[src/design/conv3g_pkg.sv]
package conv3g_pkg;

   localparam int PIXEL_W  = 8;
   localparam int WEIGHT_W = 7;
   localparam int TAPS     = 9;
   localparam int TAP_W    = 4;
   localparam int ACC_W    = 19;
   localparam int FACTOR_W = 11;
   localparam int MAG_W    = 18;
   localparam int DVS_W    = 10;
   localparam int STEP_W   = 5;
   localparam int PROD_W   = 16;
   localparam int CNT_W    = 13;
   localparam int ROW_W    = 12;

   localparam int WIDTH_REG_W   = 11;
   localparam int HEIGHT_REG_W  = 13;
   localparam int WEIGHTS_REG_W = 63;
   localparam int CSR_DATA_W    = 63;
   localparam int CSR_INDEX_W   = 2;

   localparam logic [CSR_INDEX_W-1:0] CSR_IMAGE_WIDTH    = 2'd0;
   localparam logic [CSR_INDEX_W-1:0] CSR_IMAGE_HEIGHT   = 2'd1;
   localparam logic [CSR_INDEX_W-1:0] CSR_KERNEL_WEIGHTS = 2'd2;

   localparam logic [WIDTH_REG_W-1:0]   WIDTH_RESET   = 11'd1024;
   localparam logic [HEIGHT_REG_W-1:0]  HEIGHT_RESET  = 13'd1024;
   localparam logic [WEIGHTS_REG_W-1:0] WEIGHTS_RESET = 63'd72624976668147841;

   localparam logic [CNT_W-1:0] MIN_DIM      = 13'd3;
   localparam logic [CNT_W-1:0] HEIGHT_LIMIT = 13'd4096;

   localparam int HALF_OFFSET = 128;
   localparam int PIXEL_MAX   = 255;

   typedef struct packed {
      logic                       start;
      logic signed [ACC_W-1:0]    dividend;
      logic signed [FACTOR_W-1:0] divisor;
   } div_cmd_type;

   typedef struct packed {
      logic                    done;
      logic signed [ACC_W-1:0] quotient;
   } div_res_type;

endpackage

[src/design/conv3g_divider.sv]
module conv3g_divider (
   input  logic                      clock,
   input  logic                      reset,
   input  conv3g_pkg::div_cmd_type   cmd,
   output conv3g_pkg::div_res_type   res
);

   logic                               busy_ff, busy_in;
   logic                               done_ff, done_in;
   logic                               neg_ff, neg_in;
   logic [conv3g_pkg::STEP_W-1:0]      count_ff, count_in;
   logic [conv3g_pkg::MAG_W-1:0]       dividend_ff, dividend_in;
   logic [conv3g_pkg::DVS_W-1:0]       divisor_ff, divisor_in;
   logic [conv3g_pkg::DVS_W-1:0]       rem_ff, rem_in;
   logic [conv3g_pkg::MAG_W-1:0]       quo_ff, quo_in;

   logic signed [conv3g_pkg::ACC_W-1:0]    dividend_abs;
   logic signed [conv3g_pkg::FACTOR_W-1:0] divisor_abs;
   logic [conv3g_pkg::DVS_W:0]             rem_shift;
   logic [conv3g_pkg::DVS_W+1:0]           trial;
   logic                                   fits;
   logic signed [conv3g_pkg::ACC_W-1:0]    quo_signed;

   assign dividend_abs = cmd.dividend[conv3g_pkg::ACC_W-1] ? -cmd.dividend : cmd.dividend;
   assign divisor_abs  = cmd.divisor[conv3g_pkg::FACTOR_W-1] ? -cmd.divisor : cmd.divisor;

   // Restoring division, one quotient bit per cycle, most significant first.
   assign rem_shift = {rem_ff, dividend_ff[conv3g_pkg::MAG_W-1]};
   assign trial     = {1'b0, rem_shift} - {2'b00, divisor_ff};
   assign fits      = ~trial[conv3g_pkg::DVS_W+1];

   always_comb begin
      busy_in     = busy_ff;
      done_in     = 1'b0;
      neg_in      = neg_ff;
      count_in    = count_ff;
      dividend_in = dividend_ff;
      divisor_in  = divisor_ff;
      rem_in      = rem_ff;
      quo_in      = quo_ff;
      if (cmd.start) begin
         busy_in     = 1'b1;
         neg_in      = cmd.dividend[conv3g_pkg::ACC_W-1] ^ cmd.divisor[conv3g_pkg::FACTOR_W-1];
         count_in    = conv3g_pkg::STEP_W'(conv3g_pkg::MAG_W - 1);
         dividend_in = dividend_abs[conv3g_pkg::MAG_W-1:0];
         divisor_in  = divisor_abs[conv3g_pkg::DVS_W-1:0];
         rem_in      = '0;
         quo_in      = '0;
      end else if (busy_ff) begin
         dividend_in = {dividend_ff[conv3g_pkg::MAG_W-2:0], 1'b0};
         rem_in      = fits ? trial[conv3g_pkg::DVS_W-1:0] : rem_shift[conv3g_pkg::DVS_W-1:0];
         quo_in      = {quo_ff[conv3g_pkg::MAG_W-2:0], fits};
         count_in    = count_ff - 1'b1;
         if (count_ff == '0) begin
            busy_in = 1'b0;
            done_in = 1'b1;
         end
      end
   end

   always_ff @(posedge clock) begin
      if (reset) begin
         busy_ff <= 1'b0;
         done_ff <= 1'b0;
      end else begin
         busy_ff <= busy_in;
         done_ff <= done_in;
      end
      neg_ff      <= neg_in;
      count_ff    <= count_in;
      dividend_ff <= dividend_in;
      divisor_ff  <= divisor_in;
      rem_ff      <= rem_in;
      quo_ff      <= quo_in;
   end

   assign quo_signed   = $signed({1'b0, quo_ff});
   assign res.done     = done_ff;
   assign res.quotient = neg_ff ? -quo_signed : quo_signed;

endmodule

[config.mk]
export PLATFORM = sky130hd
export DESIGN_NAME = conv3g_divider
export DESIGN_NICKNAME = d
export VERILOG_FILES = /design/src/design/conv3g_pkg.sv /design/src/design/conv3g_divider.sv
export SDC_FILE = /design/constraint.sdc
export NUM_CORES = 1
export LEC_CHECK = 0
export BUFFER_PORTS_ARGS = -buffer_cell sky130_fd_sc_hd__buf_2
export CAP_MARGIN = 10
export CORE_UTILIZATION = 55
export CTS_BUF_LIST = sky130_fd_sc_hd__clkbuf_8
export DETAILED_ROUTE_END_ITERATION = 8
export PLACE_DENSITY = 0.83
export SYNTH_ARGS = -nofsm -noshare
export SYNTH_HDL_FRONTEND = slang
export SYNTH_SLANG_ARGS = --single-unit
[constraint.sdc]
create_clock -name clock -period 6.5 [get_ports clock]
set_input_delay 0.65 -clock clock [delete_from_list [all_inputs] [get_ports clock]]
set_output_delay 0.65 -clock clock [all_outputs]
set_load 0.02 [all_outputs]
==> results.py, run 1 <==
metrics = {
    "critical_path": {
        "critical_path.endpoint": "res[15]",
        "criticalPathCategory": "flop to primary output",
        "rrSetupSlack_ps": 3730,
        "worst_setup_path_end_kind": "primary output",
        "required_time_of_the_critical_path_ps": 5850,
        "startpoint": "neg_ff$_DFFE_PP_",
        "path_max_fanout": 19,
        "worstReg2RegEnd": "rem_ff[3]$_SDFFE_PP0P_",
        "worst-r2r-cell-count": 8,
        "timing.critical_path.arrival_ps": 2200,
        "rr_startpoint": "divisor_ff[6]$_DFFE_PP_",
        "startpoint_type": "flop",
    },
    "flow_run": {
        "cap_violations": 0,
    },
    "global_route": {
        "antenna_found_initial": 0,
        "gr-usage-all-layers_pct": 21.5,
        "grt_pass1_vias": 2725,
        "grt_first_pass_wirelength_um": 11900,
        "overflow": 0,
        "grt_start_max_net_pins": 78,
    },
    "timing": {
        "setup_violators_final": 0,
        "timing.final.crit_period_ps": 2850,
        "finalCritPeriodShare_pct": 43.8,
        "timing_hold_violations_final": 0,
        "fin_worst_skew_ps": 6.57,
        "totalNegativeSetupSlack_ps": 0,
        "grt_setup_unrepaired": "false",
        "timing.fmax_mhz": 351,
        "hold_ws_ps": 502,
        "worstMarginPinSlew_ps": 891,
        "worst_slew_margin_pct": 40.6,
        "fin_max_slew_vios": 0,
    },
    "yosys": {
        "synthesis_warning_total": 0,
        "ys_top_cells_by_area": "edfxtp_1, dfxtp_1, mux2i_1",
        "yosys-top-cells-count": "nor2_1, dfxtp_1, edfxtp_1, nand2_1, xnor2_1",
        "synthesis.area_per_instance_um2": 9.35,
        "synth_flop_cell": "dfxtp_1",
        "synthDominantAreaCellType": "edfxtp_1",
        "synth.yosys.seq_area_share_pct": 42.3,
        "synth_cell_types": 47,
        "synthMostInstantiatedCell": "nor2_1",
        "synth-edff-count": 29,
        "postSynth.asyncResetShare_pct": 0,
        "synth_cells": 397,
        "syn_area_mm2": 0.00371,
        "yosysTopAreaCellShare_pct": 23.5,
        "synth.net_count": 445,
        "synth.ff_latch_count": 64,
    },
    "routing": {
        "wirelength_um": 6990,
        "detail_route.drc_violations": 10,
        "route.antenna.remaining_nets": 0,
        "vias_per_cell": 5.59,
        "routedWlPerCell_um": 13.3,
        "detail_route.iter0.violations": 164,
        "route.vias.total": 2929,
        "dr.pass1.iters": 6,
    },
    "placement": {
        "numPortBuffers": 52,
        "place_inst": 508,
        "hpwl_um": 4940,
        "dpl-instance-area_mm2": 0.00399,
        "gpl.final_weighted_congestion": 0.800,
    },
    "status": {
        "outcome": "complete, but fails checks",
        "violations": "DRC",
    },
    "floorplan": {
        "io-pin-count": 53,
        "die_w_um": 84.2,
        "start_util_pct": 57.8,
        "die_h_um": 84.2,
        "design.die.area_mm2": 0.00708,
        "coreArea_mm2": 0.00642,
        "num_rows": 29,
    },
    "clocking": {
        "tritoncts": "yes",
        "clock_tree.htree_level_count": 3,
        "postCtsSetupBuffers": 0,
        "clk_pin_slew_worst_setup_hold_paths_ps": 60,
        "clock_buffers_created_by_tritoncts": 9,
        "cts_resized": 0,
        "clock-sinks": 64,
        "cts_hold_repair.buffers": 0,
        "clock_tree.buffer_depth": 2,
        "clock_latency_ps": 350,
        "clk_root_buffer_cell": "clkbuf_8",
    },
    "final_layout": {
        "post_layout_nonfiller_instances": 524,
        "nets": 490,
        "flow.area_growth_from_synthesis_pct": 11.7,
        "num_antenna_cells": 0,
        "layout-drive-gt1-share_pct": 16.6,
        "utilization_pct": 64.6,
        "finish.instance_area_mm2": 0.00415,
    },
    "power_and_ir_drop": {
        "power-per-cell-area_mw_per_mm2": 224,
        "leakagePower_uw": 0.00186,
        "vdd_drop_max_uv": 139,
    },
    "min_path": {
        "timing.hold.worst.class": "flop to flop",
    },
}
-- power by group --
group | internal (uW) | switching, uW
sequential | 454 | 15.4
clock | 131 | 150
combinational | 76.8 | 101
-- placed cells by master, fill, tap and decap left out, types with 2 or more instances in the layout --
cell,instances
and2_1,2
ha_1,14
nor3_1,9
buf_4,2
nand3_1,4
dfxtp_1,35
a31oi_1,2
o21ai_0,12
xor2_1,25
nand2_1,29
clkinv_2,3
o31ai_1,14
a211oi_1,6
nand2b_1,5
nor2b_1,3
clkinv_1,3
a21o_1,3
o41ai_1,2
edfxtp_1,29
buf_2,52
or3_1,8
a21oi_1,22
a32oi_1,2
inv_1,22
mux2i_1,24
nor2_1,58
xnor2_1,27
or2_2,2
clkbuf_8,9
-- state kept, by name, indices dropped and copies added, names as in the netlist --
| register | flops |
|---|---|
| quo_ff | 18 |
| neg_ff | 1 |
| rem_ff | 10 |
| done_ff | 1 |
| divisor_ff | 10 |
| count_ff | 5 |
| dividend_ff | 18 |
| busy_ff | 1 |
-- layout make-up --
class	instances	area [um^2]
fill	552	2270
timing repair buffer	54	275
clock inverter	7	30.0
inverter	21	78.8
multi-input combinational	292	1970
sequential	64	1570
tap	77	96.3
clock buffer	9	124
-- cell families after synthesis --
kind of cell | Yosys count | synth area share, %
AO/OA/AOI/OAI | 75 | 13.8
XOR/XNOR | 52 | 12.3
adder cells (fa/ha/maj) | 15 | 5.26
buffers and inverters | 41 | 4.55
flip-flops | 64 | 42.3
multiplexers | 24 | 6.47
AND/OR/NAND/NOR | 126 | 15.3
-- worst min path at each step --
| stage | startpoint | endpoint | slack (ps) | depth (start not counted) |
|---|---|---|---|---|
| after CTS | reset | done_ff$_SDFF_PP0_ | 490 | 2 |
| after global routing | reset | done_ff$_SDFF_PP0_ | 490 | 2 |
| after floorplan | rem_ff[2]$_SDFFE_PP0P_ | rem_ff[2]$_SDFFE_PP0P_ | 450 | 2 |
| after detailed placement | count_ff[4]$_SDFFE_PP1P_ | count_ff[4]$_SDFFE_PP1P_ | 480 | 2 |
| final | count_ff[4]$_SDFFE_PP1P_ | count_ff[4]$_SDFFE_PP1P_ | 500 | 2 |
| after global placement | count_ff[4]$_SDFFE_PP1P_ | count_ff[4]$_SDFFE_PP1P_ | 480 | 2 |
-- metrics by stage --
step	setup WS, ps	total power, uW
2_1_floorplan	4170	608
3_3_place_gp	3860	645
3_5_place_dp	3720	655
4_1_cts	3640	934
5_1_grt	3450	977
6_report	3650	928
-- critical path: stages (launching register included) --
cell,delay [ps]
edfxtp_1,670
a21boi_0,510
a21oi_1,200
nand2_1,120
xor2_1,160
buf_2,180
-- metal layers --
layer	track usage, %	wire length [um]	vias up
li1	-	-	1484
met2	35.5	3290	70
met1	25.9	3220	1362
met3	7.18	364	13
met4	8.46	112	0
met5	0	0	-
(Power assumes the default switching activity.)
==> inputs of run 2 (changes only) <==
==> constraint.sdc (replaced) <==
create_clock -name clock -period 2.67 [get_ports clock]
set_input_delay 0.267 -clock clock [delete_from_list [all_inputs] [get_ports clock]]
set_output_delay 0.267 -clock clock [all_outputs]
set_load 0.02 [all_outputs]
==> results.py, run 2 (synthesized netlist as in run 1, its figures left out) <==
metrics = {
    "global_route": {
        "grt_first_pass_wirelength_um": 12200,
        "gr-usage-all-layers_pct": 21.6,
        "grt_start_max_net_pins": 43,
        "antenna_found_initial": 0,
        "overflow": 0,
        "grt_pass1_vias": 2780,
    },
    "clocking": {
        "clock_buffers_created_by_tritoncts": 9,
        "tritoncts": "yes",
        "clk_pin_slew_worst_setup_hold_paths_ps": 60,
        "clock_tree.buffer_depth": 2,
        "clock_tree.htree_level_count": 3,
        "cts_resized": 0,
        "clk_root_buffer_cell": "clkbuf_8",
        "postCtsSetupBuffers": 0,
        "cts_hold_repair.buffers": 0,
        "clock_latency_ps": 340,
        "clock-sinks": 64,
    },
    "final_layout": {
        "nets": 494,
        "post_layout_nonfiller_instances": 527,
        "final_common_cell": "nor2_1",
        "layout_common_cells": "nor2_1, buf_2, dfxtp_1",
        "flow.area_growth_from_synthesis_pct": 12.9,
        "layout-drive-gt1-share_pct": 17.3,
        "largest_registers": "dividend_ff: 18 flops, quo_ff: 18 flops",
        "nFillCells": 505,
        "num_antenna_cells": 0,
    },
    "timing": {
        "setup_violators_final": 0,
        "totalNegativeSetupSlack_ps": 0,
        "grt_setup_unrepaired": "false",
        "fin_max_slew_vios": 0,
        "finalCritPeriodShare_pct": 94.4,
        "worst_slew_margin_pct": 49.6,
        "timing.fmax_mhz": 397,
        "worstMarginPinSlew_ps": 755,
        "timing.final.crit_period_ps": 2520,
        "timing_hold_violations_final": 0,
        "fin_worst_skew_ps": 8.21,
    },
    "routing": {
        "wirelength_um": 6910,
        "vias_per_cell": 5.52,
        "detail_route.drc_violations": 10,
        "routedWlPerCell_um": 13.1,
        "route.antenna.remaining_nets": 0,
        "detail_route.iter0.violations": 117,
        "dr.pass1.iters": 8,
        "route.vias.total": 2909,
    },
    "placement": {
        "gpl.final_weighted_congestion": 0.801,
        "place_inst": 512,
        "hpwl_um": 4980,
        "numPortBuffers": 52,
    },
    "min_path": {
        "timing.hold.worst.class": "input port to flop",
    },
    "floorplan": {
        "die_h_um": 84.2,
        "die_w_um": 84.2,
        "io-pin-count": 53,
        "start_util_pct": 57.8,
        "coreArea_mm2": 0.00642,
        "num_rows": 29,
        "design.die.area_mm2": 0.00708,
    },
    "critical_path": {
        "worst_setup_path_end_kind": "flop",
        "timing.critical_path.arrival_ps": 2720,
        "path_max_fanout": 13,
        "startpoint_type": "flop",
        "criticalPathCategory": "flop to flop",
        "required_time_of_the_critical_path_ps": 2870,
    },
    "status": {
        "violations": "DRC",
        "outcome": "complete, but fails checks",
    },
    "power_and_ir_drop": {
        "power-per-cell-area_mw_per_mm2": 546,
        "leakagePower_uw": 0.00189,
        "vdd_drop_max_uv": 333,
    },
    "flow_run": {
        "cap_violations": 0,
    },
}
-- run 2: changes by cell type in the layout (fill, tap and decap cells not counted), sizes merged --
cell	before	now
buf	54	58
clkinv	6	1
clkbuf	9	11
inv	22	24
-- run 2: per-layer routing --
layer / GRT usage (%) / vias up / share of wire [%]
li1: - / 1488 / -
met1: 27.8 / 1330 / 48
met2: 34.8 / 79 / 46
met3: 4.82 / 12 / 4.9
met4: 9.72 / 0 / 1.8
met5: 0 / - / 0
-- run 2: metrics by stage --
stage	utilization [%]	worst slack, ps	cell area [um^2]	total power, uW	hold WS (ps)
after floorplan	-	344	3710	1480	339
after global placement	62.7	323	4020	1580	463
after detailed placement	62.7	194	4020	1600	471
after CTS	65.3	177	4190	2310	102
after global routing	65.3	19.3	4190	2410	115
final	65.3	150	4190	2290	120
-- run 2: final cells by class --
type / instances / area [um^2] / share of cell area [%]
clock buffer: 11 / 151 / 3.61
clock inverter: 4 / 16.3 / 0.388
inverter: 21 / 78.8 / 1.88
multi-input combinational: 292 / 1970 / 47.0
sequential: 64 / 1570 / 37.5
tap: 77 / 96.3 / 2.30
timing repair buffer: 58 / 305 / 7.28
-- run 2: worst paths after layout --
| check | startpoint | end | slack [ps] | depth (start not counted) |
|---|---|---|---|---|
| max | divisor_ff[6]$_DFFE_PP_ | rem_ff[4]$_SDFFE_PP0P_ | 150 | 9 |
| min | reset | done_ff$_SDFF_PP0_ | 120 | 2 |
| max reg2reg | divisor_ff[6]$_DFFE_PP_ | rem_ff[4]$_SDFFE_PP0P_ | 150 | 9 |
| min reg2reg | count_ff[4]$_SDFFE_PP1P_ | count_ff[4]$_SDFFE_PP1P_ | 500 | 2 |
-- run 2: power breakdown --
part | internal, uW | leakage (uW) | total [uW] | switching, uW
registers | 1100 | 0.000569 | 1140 | 32.0
clock network | 371 | 0.0000990 | 709 | 339
logic | 192 | 0.00122 | 444 | 253
total | 1670 | 0.00189 | 2290 | 623
-- run 2: worst max-delay path, cell delays in order (launching register included) --
cell	delay, ps
edfxtp_1	320
inv_1	40
ha_1	380
a21o_1	210
a221o_1	330
and2_4	180
a2111oi_4	310
buf_4	270
mux2i_1	230
a211oi_1	100
